[config.mk]
export PLATFORM = sky130hd
export DESIGN_NAME = sorted_array_priority_queue
export DESIGN_NICKNAME = d
export VERILOG_FILES = /design/src/sv/spq_pkg.sv /design/src/sv/sorted_array_priority_queue.sv /design/src/sv/spq_mem.sv
export SDC_FILE = /design/constraint.sdc
export NUM_CORES = 1
export LEC_CHECK = 0
export ABC_AREA = 1
export BUFFER_PORTS_ARGS = -buffer_cell sky130_fd_sc_hd__buf_2
export CAP_MARGIN = 20
export CORE_MARGIN = 8
export CORE_UTILIZATION = 46
export CTS_CLUSTER_SIZE = 8
export DETAILED_ROUTE_END_ITERATION = 12
export PLACE_DENSITY_LB_ADDON = 0.3
export SYNTH_ARGS = -nofsm -noshare
export SYNTH_HDL_FRONTEND = slang
export SYNTH_HIERARCHICAL = 1
export SYNTH_SLANG_ARGS = --single-unit
[constraint.sdc]
create_clock -name clk -period 4.9 [get_ports clk]
set_clock_uncertainty 0.15 [all_clocks]
set_input_delay 0.49 -clock clk [delete_from_list [all_inputs] [get_ports clk]]
set_output_delay 0.49 -clock clk [all_outputs]
set_load 0.05 [all_outputs]
[src/sv/spq_pkg.sv]
`default_nettype none

package spq_pkg;

  localparam logic OP_INSERT = 1'b0;
  localparam logic OP_REMOVE = 1'b1;

  localparam logic [1:0] ST_DONE  = 2'd0;
  localparam logic [1:0] ST_FULL  = 2'd1;
  localparam logic [1:0] ST_EMPTY = 2'd2;

  typedef struct packed {
    logic signed [31:0] value;
    logic        [7:0]  prio;
  } entry_t;

  typedef struct packed {
    logic               opcode;
    logic signed [31:0] item_value;
    logic        [7:0]  item_priority;
  } cmd_t;

  typedef struct packed {
    logic signed [31:0] out_value;
    logic        [7:0]  out_priority;
    logic        [1:0]  status;
    logic        [3:0]  entry_count;
  } result_t;

endpackage

`default_nettype wire

[src/sv/sorted_array_priority_queue.sv]
// Insert moves each lower-priority entry back from the rear, then places the new entry;
//   remove reads the head, then shifts the rest forward. Full insert / empty remove: result
//   in the next cycle. One transaction at a time; the single entry memory
//   (one read, one write per cycle) carries every shift step.
// Reset: rst (synchronous) empties the queue; memory contents are not cleared.
// The receiver cannot stall: done pulses for exactly one cycle with the result.
`default_nettype none

module sorted_array_priority_queue #(
  parameter int DEPTH = 8
) (
  input  wire logic             clk,
  input  wire logic             rst,
  input  wire logic             start,
  output logic                  busy,
  input  wire spq_pkg::cmd_t    item,
  output logic                  done,
  output spq_pkg::result_t      result
);

  localparam int AW = (DEPTH > 1) ? $clog2(DEPTH) : 1;
  localparam int CW = $clog2(DEPTH + 1);

  typedef enum logic [2:0] {
    IDLE,
    INS_SHIFT,   // walk down from the rear, moving lower-priority entries back
    INS_PLACE,   // drop the new entry into the opened slot
    REM_HEAD,    // head entry arrives from memory
    REM_SHIFT    // move the remaining entries forward
  } state_t;

  state_t            state;
  logic [CW-1:0]     count;
  logic [AW-1:0]     idx;        // insert: slot being filled; remove: slot being read
  spq_pkg::entry_t   new_entry;
  spq_pkg::entry_t   head;

  // memory port
  logic              mem_we;
  logic [AW-1:0]     mem_waddr;
  spq_pkg::entry_t   mem_wdata;
  logic [AW-1:0]     mem_raddr;
  spq_pkg::entry_t   mem_rdata;

  logic              accept;
  logic              move_back;  // stored entry has strictly lower priority than new one

  assign busy      = (state != IDLE);
  assign accept    = start && !busy;
  assign move_back = (new_entry.prio > mem_rdata.prio);

  spq_mem #(
    .DEPTH (DEPTH),
    .AW    (AW)
  ) u_mem (
    .clk   (clk),
    .we    (mem_we),
    .waddr (mem_waddr),
    .wdata (mem_wdata),
    .raddr (mem_raddr),
    .rdata (mem_rdata)
  );

  // Memory control. Reads are issued one step ahead so a shift step retires
  // every cycle; the read and write addresses of a shift step never coincide.
  always_comb begin
    mem_we    = 1'b0;
    mem_waddr = idx;
    mem_wdata = new_entry;
    mem_raddr = '0;
    case (state)
      IDLE: begin
        if (item.opcode == spq_pkg::OP_INSERT) begin
          mem_raddr = AW'(count - CW'(1));
        end
      end
      INS_SHIFT: begin
        mem_we = 1'b1;
        if (move_back) begin
          mem_wdata = mem_rdata;
          mem_raddr = idx - AW'(1) - AW'(1);
        end
      end
      INS_PLACE: begin
        mem_we = 1'b1;
      end
      REM_HEAD: begin
        mem_raddr = AW'(1);
      end
      REM_SHIFT: begin
        mem_we    = 1'b1;
        mem_waddr = idx - AW'(1);
        mem_wdata = mem_rdata;
        mem_raddr = idx + AW'(1);
      end
      default: begin
      end
    endcase
  end

  always_ff @(posedge clk) begin
    if (rst) begin
      state <= IDLE;
      count <= '0;
      idx   <= '0;
      done  <= 1'b0;
    end else begin
      done <= 1'b0;
      case (state)
        IDLE: begin
          if (accept) begin
            new_entry.value <= item.item_value;
            new_entry.prio  <= item.item_priority;
            if (item.opcode == spq_pkg::OP_INSERT) begin
              if (count >= CW'(DEPTH)) begin
                done               <= 1'b1;
                result.out_value   <= '0;
                result.out_priority <= '0;
                result.status      <= spq_pkg::ST_FULL;
                result.entry_count <= 4'(count);
              end else if (count == '0) begin
                idx   <= '0;
                state <= INS_PLACE;
              end else begin
                idx   <= AW'(count);
                state <= INS_SHIFT;
              end
            end else begin
              if (count == '0) begin
                done               <= 1'b1;
                result.out_value   <= '0;
                result.out_priority <= '0;
                result.status      <= spq_pkg::ST_EMPTY;
                result.entry_count <= 4'(count);
              end else begin
                state <= REM_HEAD;
              end
            end
          end
        end
        INS_SHIFT: begin
          if (move_back) begin
            idx <= idx - AW'(1);
            if (idx == AW'(1)) begin
              state <= INS_PLACE;
            end
          end else begin
            count              <= count + CW'(1);
            done               <= 1'b1;
            result.out_value   <= '0;
            result.out_priority <= '0;
            result.status      <= spq_pkg::ST_DONE;
            result.entry_count <= 4'(count + CW'(1));
            state              <= IDLE;
          end
        end
        INS_PLACE: begin
          count              <= count + CW'(1);
          done               <= 1'b1;
          result.out_value   <= '0;
          result.out_priority <= '0;
          result.status      <= spq_pkg::ST_DONE;
          result.entry_count <= 4'(count + CW'(1));
          state              <= IDLE;
        end
        REM_HEAD: begin
          head <= mem_rdata;
          if (count == CW'(1)) begin
            count               <= '0;
            done                <= 1'b1;
            result.out_value    <= mem_rdata.value;
            result.out_priority <= mem_rdata.prio;
            result.status       <= spq_pkg::ST_DONE;
            result.entry_count  <= '0;
            state               <= IDLE;
          end else begin
            idx   <= AW'(1);
            state <= REM_SHIFT;
          end
        end
        REM_SHIFT: begin
          if (idx == AW'(count - CW'(1))) begin
            count               <= count - CW'(1);
            done                <= 1'b1;
            result.out_value    <= head.value;
            result.out_priority <= head.prio;
            result.status       <= spq_pkg::ST_DONE;
            result.entry_count  <= 4'(count - CW'(1));
            state               <= IDLE;
          end else begin
            idx <= idx + AW'(1);
          end
        end
        default: begin
          state <= IDLE;
        end
      endcase
    end
  end

  // Occupancy never exceeds the array size.
  a_count_bound: assert property (@(posedge clk) disable iff (rst)
    count <= CW'(DEPTH))
    else $error("entry count above DEPTH");

  // A result is only presented once the controller has returned to idle.
  a_done_idle: assert property (@(posedge clk) disable iff (rst)
    done |-> !busy)
    else $error("result strobe while busy");

  // Insert into a full queue is answered next cycle with full status.
  a_full_reject: assert property (@(posedge clk) disable iff (rst)
    (accept && item.opcode == spq_pkg::OP_INSERT && count == CW'(DEPTH))
      |=> (done && result.status == spq_pkg::ST_FULL))
    else $error("full insert not rejected");

  // The memory is never written while idle.
  a_no_idle_write: assert property (@(posedge clk) disable iff (rst)
    (state == IDLE) |-> !mem_we)
    else $error("memory write while idle");

endmodule

`default_nettype wire

[src/sv/spq_mem.sv]
`default_nettype none

// Single-port-write, single-port-read entry store, registered read data.
module spq_mem #(
  parameter int DEPTH = 8,
  parameter int AW    = 3
) (
  input  wire logic            clk,
  input  wire logic            we,
  input  wire logic [AW-1:0]   waddr,
  input  wire spq_pkg::entry_t wdata,
  input  wire logic [AW-1:0]   raddr,
  output spq_pkg::entry_t      rdata
);

  spq_pkg::entry_t mem [DEPTH];

  always_ff @(posedge clk) begin
    if (we) begin
      mem[waddr] <= wdata;
    end
  end

  always_ff @(posedge clk) begin
    rdata <= mem[raddr];
  end

endmodule

`default_nettype wire

==> flow_summary.toml, run 1 <==
[die]
initial_utilization_pct = 46.4
die_h_microns = 229
core-area_sq_um = 45200
io_pins = 92
dieArea_sq_um = 52600
num_rows = 78
die_w_microns = 229

[global_routing]
grtUsageTotal_pct = 17.8
grt_overflow = 0
grt_max_degree = 161
grt_antenna_before_repair = 0
grt_pass1_vias = 13700
grt_pass1_wl_microns = 74300

[routing]
routed_wl_microns = 47100
drtIter0Drc = 1139
ant_nets = 0
drcViolationCount = 0
post_drt_via_cell_ratio = 4.92
routedWlPerCell_microns = 16.8
dr_total_vias = 13800
firstDrtPassIters = 7

[sta]
rsz0062_at_grt = "false"
worstMarginPinSlew_ns = 1.07
slew_violations = 0
finalCriticalPeriod_ns = 3.58
timing.final.crit_share_pct = 73.2
fmax_mhz = 279
tns_ns = 0
fin_ws_ns = 1.32
hold_violations = 0
slew_headroom_pct = 28.4
setup_violations = 0

[pwr]
peakVddDrop_v = 0.000696
powerDensity_nw_per_um2 = 684
total_power_w = 0.0168
p_leak_nw = 10.6

[critical_path]
worst_ep_required_time_ns = 5.22
crit_chain = "inv_2, nand3_4, inv_4, ha_1, or2_0, a31oi_1, a21boi_4, inv_4, buf_4, nand2_1, nand3_1, nand2_1, nand2_1, nand2_1"
slowest_delay_ns = 0.52
cpMostUsedCell = "nand2_1"
cp_slowest_cell = "inv_4"
crit_path_start_kind = "register"
end_kind = "register"
worst-path-max-fanout = 59
critPathKind = "register to register"
worstPathArrival_ns = 3.91

[clocking]
clock_latency_ns = 0.59
tritoncts = "built"
clkSlewWorstSetupHoldPaths_ns = 0.05
post-cts-setup-buffers = 0
cts.repair.resized = 0
cts_sinks = 497
numCtsBuffers = 72
cts_hold_buf = 40
htree_num_levels = 3
clk_path_buf_depth = 3
cts-root-buf = "clkbuf_16"

[place]
port_buffers = 91
pre_cts_slack_ns = 1.33
place_hpwl_microns = 26500
dp.cells = 2645
gp_congestion = 0.872

[outcome]
status = "finished, final reports clean"

[finish]
insertedDiodeCount = 0
stdcell_count = 2803
final_common_cell = "nand2_1"
final_cell_mix = "669 x nand2_1, 446 x edfxtp_1, 290 x inv_1, 175 x nand3_1, 108 x inv_2"
syn_to_final_growth_pct = 17.3
layout-drive-gt1-share_pct = 15.4
fin_util_pct = 54.4
nNetsFinal = 2220

[logic_synthesis]
async_flop_share_pct = 0
syn_nets = 2070
synth_cell_type_count = 41
yosys_warnings = 6
syn_area_sq_um = 20900
yosysSeqAreaShare_pct = 68.8
synth_edf_count = 446
synthCells = 2009
synthFlopType = "edfxtp_1"
syn_avg_cell_area_sq_um = 10.4
ys_seq_elements = 497

[worst_hold_path]
hold_class = "primary input to register"

[flow_run]
max_cap_violations = 0
## power breakdown
part / switching [W] / internal, W / total, W / leakage (nW)
clock: 0.00173 / 0.00277 / 0.00449 / 0.993
combinational: 0.00456 / 0.00166 / 0.00622 / 5.15
sequential: 0.000299 / 0.00579 / 0.00609 / 4.49
total: 0.00659 / 0.0102 / 0.0168 / 10.6
## critical path: cells and delay by family (launching register included)
kind	cells	cell delay (ns)
and+or+nand+nor	7	0.77
DFF	1	0.44
adders and majority gates	1	0.31
AOI/OAI and AO/OA	2	0.38
buffers and inverters	4	1.38
## cell usage after synthesis (3+ instances only)
library cell / count / area share (%)
buf_1: 5 / 0.090
a21oi_1: 5 / 0.12
inv_2: 109 / 2.0
nand4_1: 4 / 0.12
clkbuf_1: 17 / 0.30
nand2_2: 4 / 0.12
buf_4: 11 / 0.39
inv_1: 290 / 5.2
o21ai_1: 43 / 1.0
nor2_1: 32 / 0.57
nand3_1: 175 / 4.2
o21ai_0: 45 / 1.1
edfxtp_1: 446 / 64
ha_1: 17 / 1.0
o221ai_1: 4 / 0.17
buf_2: 39 / 0.93
nand2_1: 669 / 12
nor2_2: 4 / 0.12
buf_6: 8 / 0.43
dfxtp_1: 51 / 4.9
xor2_1: 3 / 0.13
## layout make-up
| class | count | area, sq um |
|---|---|---|
| clock buffers | 112 | 1980 |
| clock inverters | 6 | 88.8 |
| fillers | 3815 | 20600 |
| inverters | 402 | 1520 |
| multi-input cells | 1029 | 4680 |
| flip-flops and latches | 497 | 14400 |
| well taps | 600 | 751 |
| repair buffers | 157 | 1130 |
## routing by layer
metal  wire [microns]  up-vias  GRT usage (%)
met2            21500      451           28.4
met1            21500     6539           24.1
li1                 -     6701              -
met4             1030        0           5.58
met3             3030       96           4.04
met5                0        -              0
## worst paths after layout
| kind | from | to | slack, ns | cells after the start |
|---|---|---|---|---|
| max reg2reg | state[1] | u_mem/rdata[15] | 1.32 | 14 |
| min | item[40] | result[4] | 0.08 | 2 |
| min reg2reg | u_mem/rdata[36] | head[36] | 0.26 | 0 |
| max | state[1] | u_mem/rdata[15] | 1.32 | 14 |
## sequential cells by signal, summed over array words and instances (netlist names)
| signal | count |
|---|---|
| u_mem/rdata | 40 |
| idx | 3 |
| result | 46 |
| state | 3 |
| count | 4 |
| new_entry | 40 |
| head | 40 |
| done | 1 |
| u_mem/mem | 320 |
## through the flow
stage	hold slack, ns	area, sq um
after floorplan	0.258	20900
after global placement	0.260	22100
final	0.0848	24600
after global routing	0.0658	24600
after CTS	0.0551	24600
after detailed placement	0.263	22100
## kinds of logic (layout without fill, tap and decap cells)
| family | count (synthesis) | count (layout) | share of synthesized area [%] |
|---|---|---|---|
| adders and majority gates | 17 | 17 | 1.02 |
| buffers and inverters | 483 | 677 | 9.45 |
| AOI/OAI and AO/OA | 105 | 105 | 2.71 |
| and+or+nand+nor | 902 | 902 | 17.8 |
| DFF | 497 | 497 | 68.8 |
| xor gates and xnor gates | 5 | 5 | 0.209 |
Power figures use the tool's default switching activity.
==> run 2: changes to the inputs <==
clock period = 3 ns   (was 4.9 ns; I/O delays follow)
==> run 2 against run 1 <==
Compared with the run above:
- hold slack worse by 0.047 ns
- register-to-register slack worse by 1.1 ns
- first-iteration DRC count is 7.0% lower
- sequential share of layout area is 1.1 points lower
- critical path depth is 1 higher
- highest routed layer unchanged
- non-clock buffer count is 24 higher
- flip-flop and latch count stayed put
- worst setup slack worse by 1.1 ns
- critical path type unchanged
==> flow_summary.toml, run 2 (same netlist as run 1, synthesis figures left out) <==
[global_routing]
grt_max_degree = 63
grt_overflow = 0
grt_pass1_vias = 13400
grt_pass1_wl_microns = 74000
grtUsageTotal_pct = 17.8
grt_antenna_before_repair = 0

[critical_path]
reg2regPathDepth = 15
r2r_start = "state[1]"
slowest_delay_ns = 0.45
rrSetupSlack_ns = 0.18
crit_chain = "inv_2, nand3_4, inv_4, ha_1, or2_0, a31oi_1, a21boi_4, buf_4, inv_4, buf_12, nand2_1, nand3_1, nand2_1, nand2_1, nand2_1"
end_kind = "register"
worst_ep_required_time_ns = 3.32
worst-path-max-fanout = 50
worstReg2RegEnd = "u_mem/rdata[26]"
cp_top_family = "simple AND/OR/NAND/NOR gates"
worstPathArrival_ns = 3.15
cpMostUsedCell = "nand2_1"
critPathKind = "register to register"
cp_slowest_cell = "dfxtp_1"
crit_path_start_kind = "register"
worst-path-buf-inv = 5

[die]
core-area_sq_um = 45200
die_h_microns = 229
dieArea_sq_um = 52600
die_w_microns = 229
io_pins = 92
initial_utilization_pct = 46.4
num_rows = 78

[clocking]
clk_path_buf_depth = 3
clkSlewWorstSetupHoldPaths_ns = 0.05
htree_num_levels = 3
tritoncts = "built"
cts-root-buf = "clkbuf_16"
cts_sinks = 497
clock_latency_ns = 0.58
numCtsBuffers = 72

[place]
place_hpwl_microns = 26100
gp_congestion = 0.845
pre_cts_slack_ns = 0.186
port_buffers = 91

[finish]
regMostFlops = "u_mem/mem"
reg.largest.list = "u_mem/mem (320), result (46)"
final_cell_mix = "669 x nand2_1, 446 x edfxtp_1, 290 x inv_1, 175 x nand3_1, 109 x inv_2"
nFillCells = 3735
layout-drive-gt1-share_pct = 16.1
insertedDiodeCount = 0
final_common_cell = "nand2_1"
largest_reg_flops = 320
multi_input_area_sq_um = 4680
syn_to_final_growth_pct = 19.4
nNetsFinal = 2244
regArea_sq_um = 14400

[pwr]
p_leak_nw = 10.8
powerDensity_nw_per_um2 = 1120
peakVddDrop_v = 0.000822

[worst_hold_path]
hold_end = "state[1]"
hp-start = "start"
hold_class = "primary input to register"
whs_path_depth = 6

[routing]
met3_length_microns = 3070
drtIter0Drc = 1059
routedWlPerCell_microns = 16.5
ant_nets = 0
firstDrtPassIters = 9
m1WireLength_microns = 21100
routed_wl_microns = 46900
highest_layer = "met4"
drcViolationCount = 0
dr_total_vias = 13700
post_drt_via_cell_ratio = 4.84
routed-wl-met2_microns = 21600

[outcome]
status = "finished, final reports clean"

[sta]
finalCriticalPeriod_ns = 2.82
slew_headroom_pct = 54.4
fmax_mhz = 354
hold_violations = 0
tns_ns = 0
timing.final.crit_share_pct = 94.1
slew_violations = 0
fin_ws_ns = 0.176
worstMarginPinSlew_ns = 0.680
setup_violations = 0

[flow_run]
max_cap_violations = 0
run 2: power by group:
group / leakage (nW) / switching [W] / internal [W]
Sequential: 4.49 / 0.000459 / 0.00945
Combinational: 5.35 / 0.00748 / 0.00330
Clock: 0.990 / 0.00285 / 0.00451
run 2: area by class of cell:
type,instances,area share (%)
clock buffer,122,7.95
inverter,402,6.05
timing repair buffer,181,6.26
multi-input combinational,1029,18.7
sequential,497,57.6
clock inverter,6,0.400
tap,600,3.00
run 2: worst max-delay path by stage:
stage,from,to,slack [ns],cells after the start
detailed placement,new_entry[3],u_mem/rdata[27],0.19,18
global route,state[1],u_mem/rdata[13],-0.004,15
finish,state[1],u_mem/rdata[26],0.18,15
global placement,count[1],result[15],0.23,13
floorplan,state[1],u_mem/mem[0][0],-0.10,10
CTS,new_entry[3],u_mem/rdata[24],0.17,18
run 2: timing repair:
item,in CTS,in global routing
gates resized for setup,0,1
setup endpoints to repair,0,16
hold buffers,42,0
hold endpoints to repair,46,0
buffers inserted,0,2
run 2: through the flow:
step	instance area, sq um	cells	power, W	utilization [%]	hold slack (ns)
floorplan	21000	2009	0.0175	-	0.249
global placement	22500	2665	0.0205	49.8	0.262
detailed placement	22500	2665	0.0207	49.8	0.265
CTS	25000	2835	0.0282	55.3	0.00408
global route	25000	2837	0.0299	55.4	0.0510
finish	25000	2837	0.0280	55.4	0.0374
run 2: worst min-delay path, delay by kind of cell:
kind                   cells  cell delay (ns)
AND/OR/NAND/NOR            5             0.31
buffers and inverters      1             0.11
run 2: metal layers:
layer	global-route usage, %	up-vias
met1	24.1	6422
met4	5.22	0
met2	28.6	456
li1	-	6757
met5	0	-
met3	4.05	89
==> run 3: changes to the inputs <==
CORE_UTILIZATION = 40   (was 46)
MAX_ROUTING_LAYER = met4   (was default)
==> run 3 against run 2 <==
Compared with the run above:
- utilization is 7.1 points lower
- sequential power hardly changed
- worst setup slack better by 0.060 ns
- cell count is 3.0% higher
- clock power is 2% higher
- highest routed layer unchanged
- final area is 0.52% higher
- routed wire length is 3.5% higher
- clock-buffer cell count is 2 higher
- total power is 0.32% higher
- largest cell class unchanged
==> flow_summary.toml, run 3 (same netlist as run 1, synthesis figures left out) <==
[outcome]
status = "finished, final reports clean"

[finish]
regMostFlops = "u_mem/mem"
nNetsFinal = 2241
syn_to_final_growth_pct = 20.1
final_common_cell = "nand2_1"
stdcell_count = 2921
layout-drive-gt1-share_pct = 16.1
reg.largest.list = "u_mem/mem (320), result (46)"
insertedDiodeCount = 0
largest_reg_flops = 320
final_cell_mix = "669 x nand2_1, 446 x edfxtp_1, 290 x inv_1, 175 x nand3_1, 109 x inv_2"

[sta]
worstMarginPinSlew_ns = 0.706
hold_violations = 0
fin_hold_ws_ns = 0.270
fin_ws_ns = 0.236
fmax_mhz = 362
setup_violations = 0
slew_headroom_pct = 52.9
timing.final.crit_share_pct = 92.1
finalCriticalPeriod_ns = 2.76
tns_ns = 0
rsz0062_at_grt = "false"
slew_violations = 0

[critical_path]
end_kind = "register"
worstPathArrival_ns = 3.08
critPathKind = "register to register"
worst-path-max-fanout = 32
worst_ep_required_time_ns = 3.32
rrSetupSlack_ns = 0.24
crit_path_start_kind = "register"
reg2regPathDepth = 15

[routing]
ant_nets = 0
drcViolationCount = 0
firstDrtPassIters = 5
routed_wl_microns = 48500
post_drt_via_cell_ratio = 4.70
dr_total_vias = 13700
routedWlPerCell_microns = 16.6
drtIter0Drc = 890

[global_routing]
grtUsageTotal_pct = 16.6
grt_max_degree = 81
grt_pass1_wl_microns = 75800
grt_pass1_vias = 13800
grt_overflow = 0
grt_antenna_before_repair = 0

[die]
initial_utilization_pct = 40.2
io_pins = 92
core-area_sq_um = 52100
die_w_microns = 245
num_rows = 84
dieArea_sq_um = 59900
die_h_microns = 245

[pwr]
p_leak_nw = 10.8
total_power_w = 0.0281
peakVddDrop_v = 0.000734
powerDensity_nw_per_um2 = 1120

[clocking]
htree_num_levels = 3
numCtsBuffers = 72
clk_path_buf_depth = 3
tritoncts = "built"
clock_latency_ns = 0.58
cts_sinks = 497
clkSlewWorstSetupHoldPaths_ns = 0.05
cts-root-buf = "clkbuf_16"

[place]
dp.cells = 2751
place_hpwl_microns = 27300
port_buffers = 91
pre_cts_slack_ns = 0.213
gp_congestion = 0.841

[worst_hold_path]
whs_path_depth = 0
hold_class = "register to register"

[flow_run]
max_cap_violations = 0
-- run 3: changes by cell type in the layout (fill, tap and decap cells not counted), sizes merged --
cell | previous run | this run
clkinv | 5 | 2
dlygate4sd3 | 42 | 43
buf | 139 | 135
clkbuf | 122 | 124
-- run 3: layout make-up --
class / count / area [sq um]
Inverter: 402 / 1510
Fill cell: 4729 / 27000
Clock inverter: 3 / 26.3
Multi-Input combinational cell: 1029 / 4690
Tap cell: 688 / 861
Clock buffer: 124 / 2100
Sequential cell: 497 / 14400
Timing Repair Buffer: 178 / 1540
-- run 3: final timing paths --
check | from | to
setup reg to reg | new_entry[7] | u_mem/rdata[39]
hold / removal | u_mem/rdata[5] | head[5]
setup / recovery | new_entry[7] | u_mem/rdata[39]
hold reg to reg | u_mem/rdata[5] | head[5]
-- run 3: through the flow --
stage / instance area [sq um] / utilization (%)
floorplan: 21000 / -
global placement: 22600 / 43.3
detailed placement: 22600 / 43.3
CTS: 25100 / 48.2
global route: 25100 / 48.2
finish: 25100 / 48.2
-- run 3: critical path, stage by stage, from the launching register on --
cell	delay [ns]
edfxtp_1	0.40
ha_1	0.33
nand2_1	0.08
nor2_2	0.14
nand2_1	0.07
nand2_1	0.11
nand3_4	0.08
inv_2	0.12
nand2_1	0.10
a21boi_4	0.30
buf_4	0.39
nand2_1	0.11
nand3_1	0.09
nand2_1	0.06
nand2_1	0.05
nand2_1	0.05
-- run 3: report_power, final --
group / switching [W] / internal, W
logic: 0.00755 / 0.00313
clock network: 0.00281 / 0.00472
registers: 0.000480 / 0.00944
total: 0.0108 / 0.0173
-- run 3: repair_timing --
item / CTS / global route
hold buffers: 43 / 0
setup buffers: 0 / 0
gates resized for setup: 0 / 1
endpoints found under the setup margin: 0 / 25
hold endpoints to repair: 47 / 0
-- run 3: per-layer routing --
layer / track usage [%] / part of all wire [%] / vias to the layer above
met4: 5.78 / 2.1 / 0
met5: - / 0 / -
met2: 26.7 / 47 / 398
li1: - / - / 6746
met1: 21.2 / 45 / 6510
met3: 2.90 / 5.6 / 83
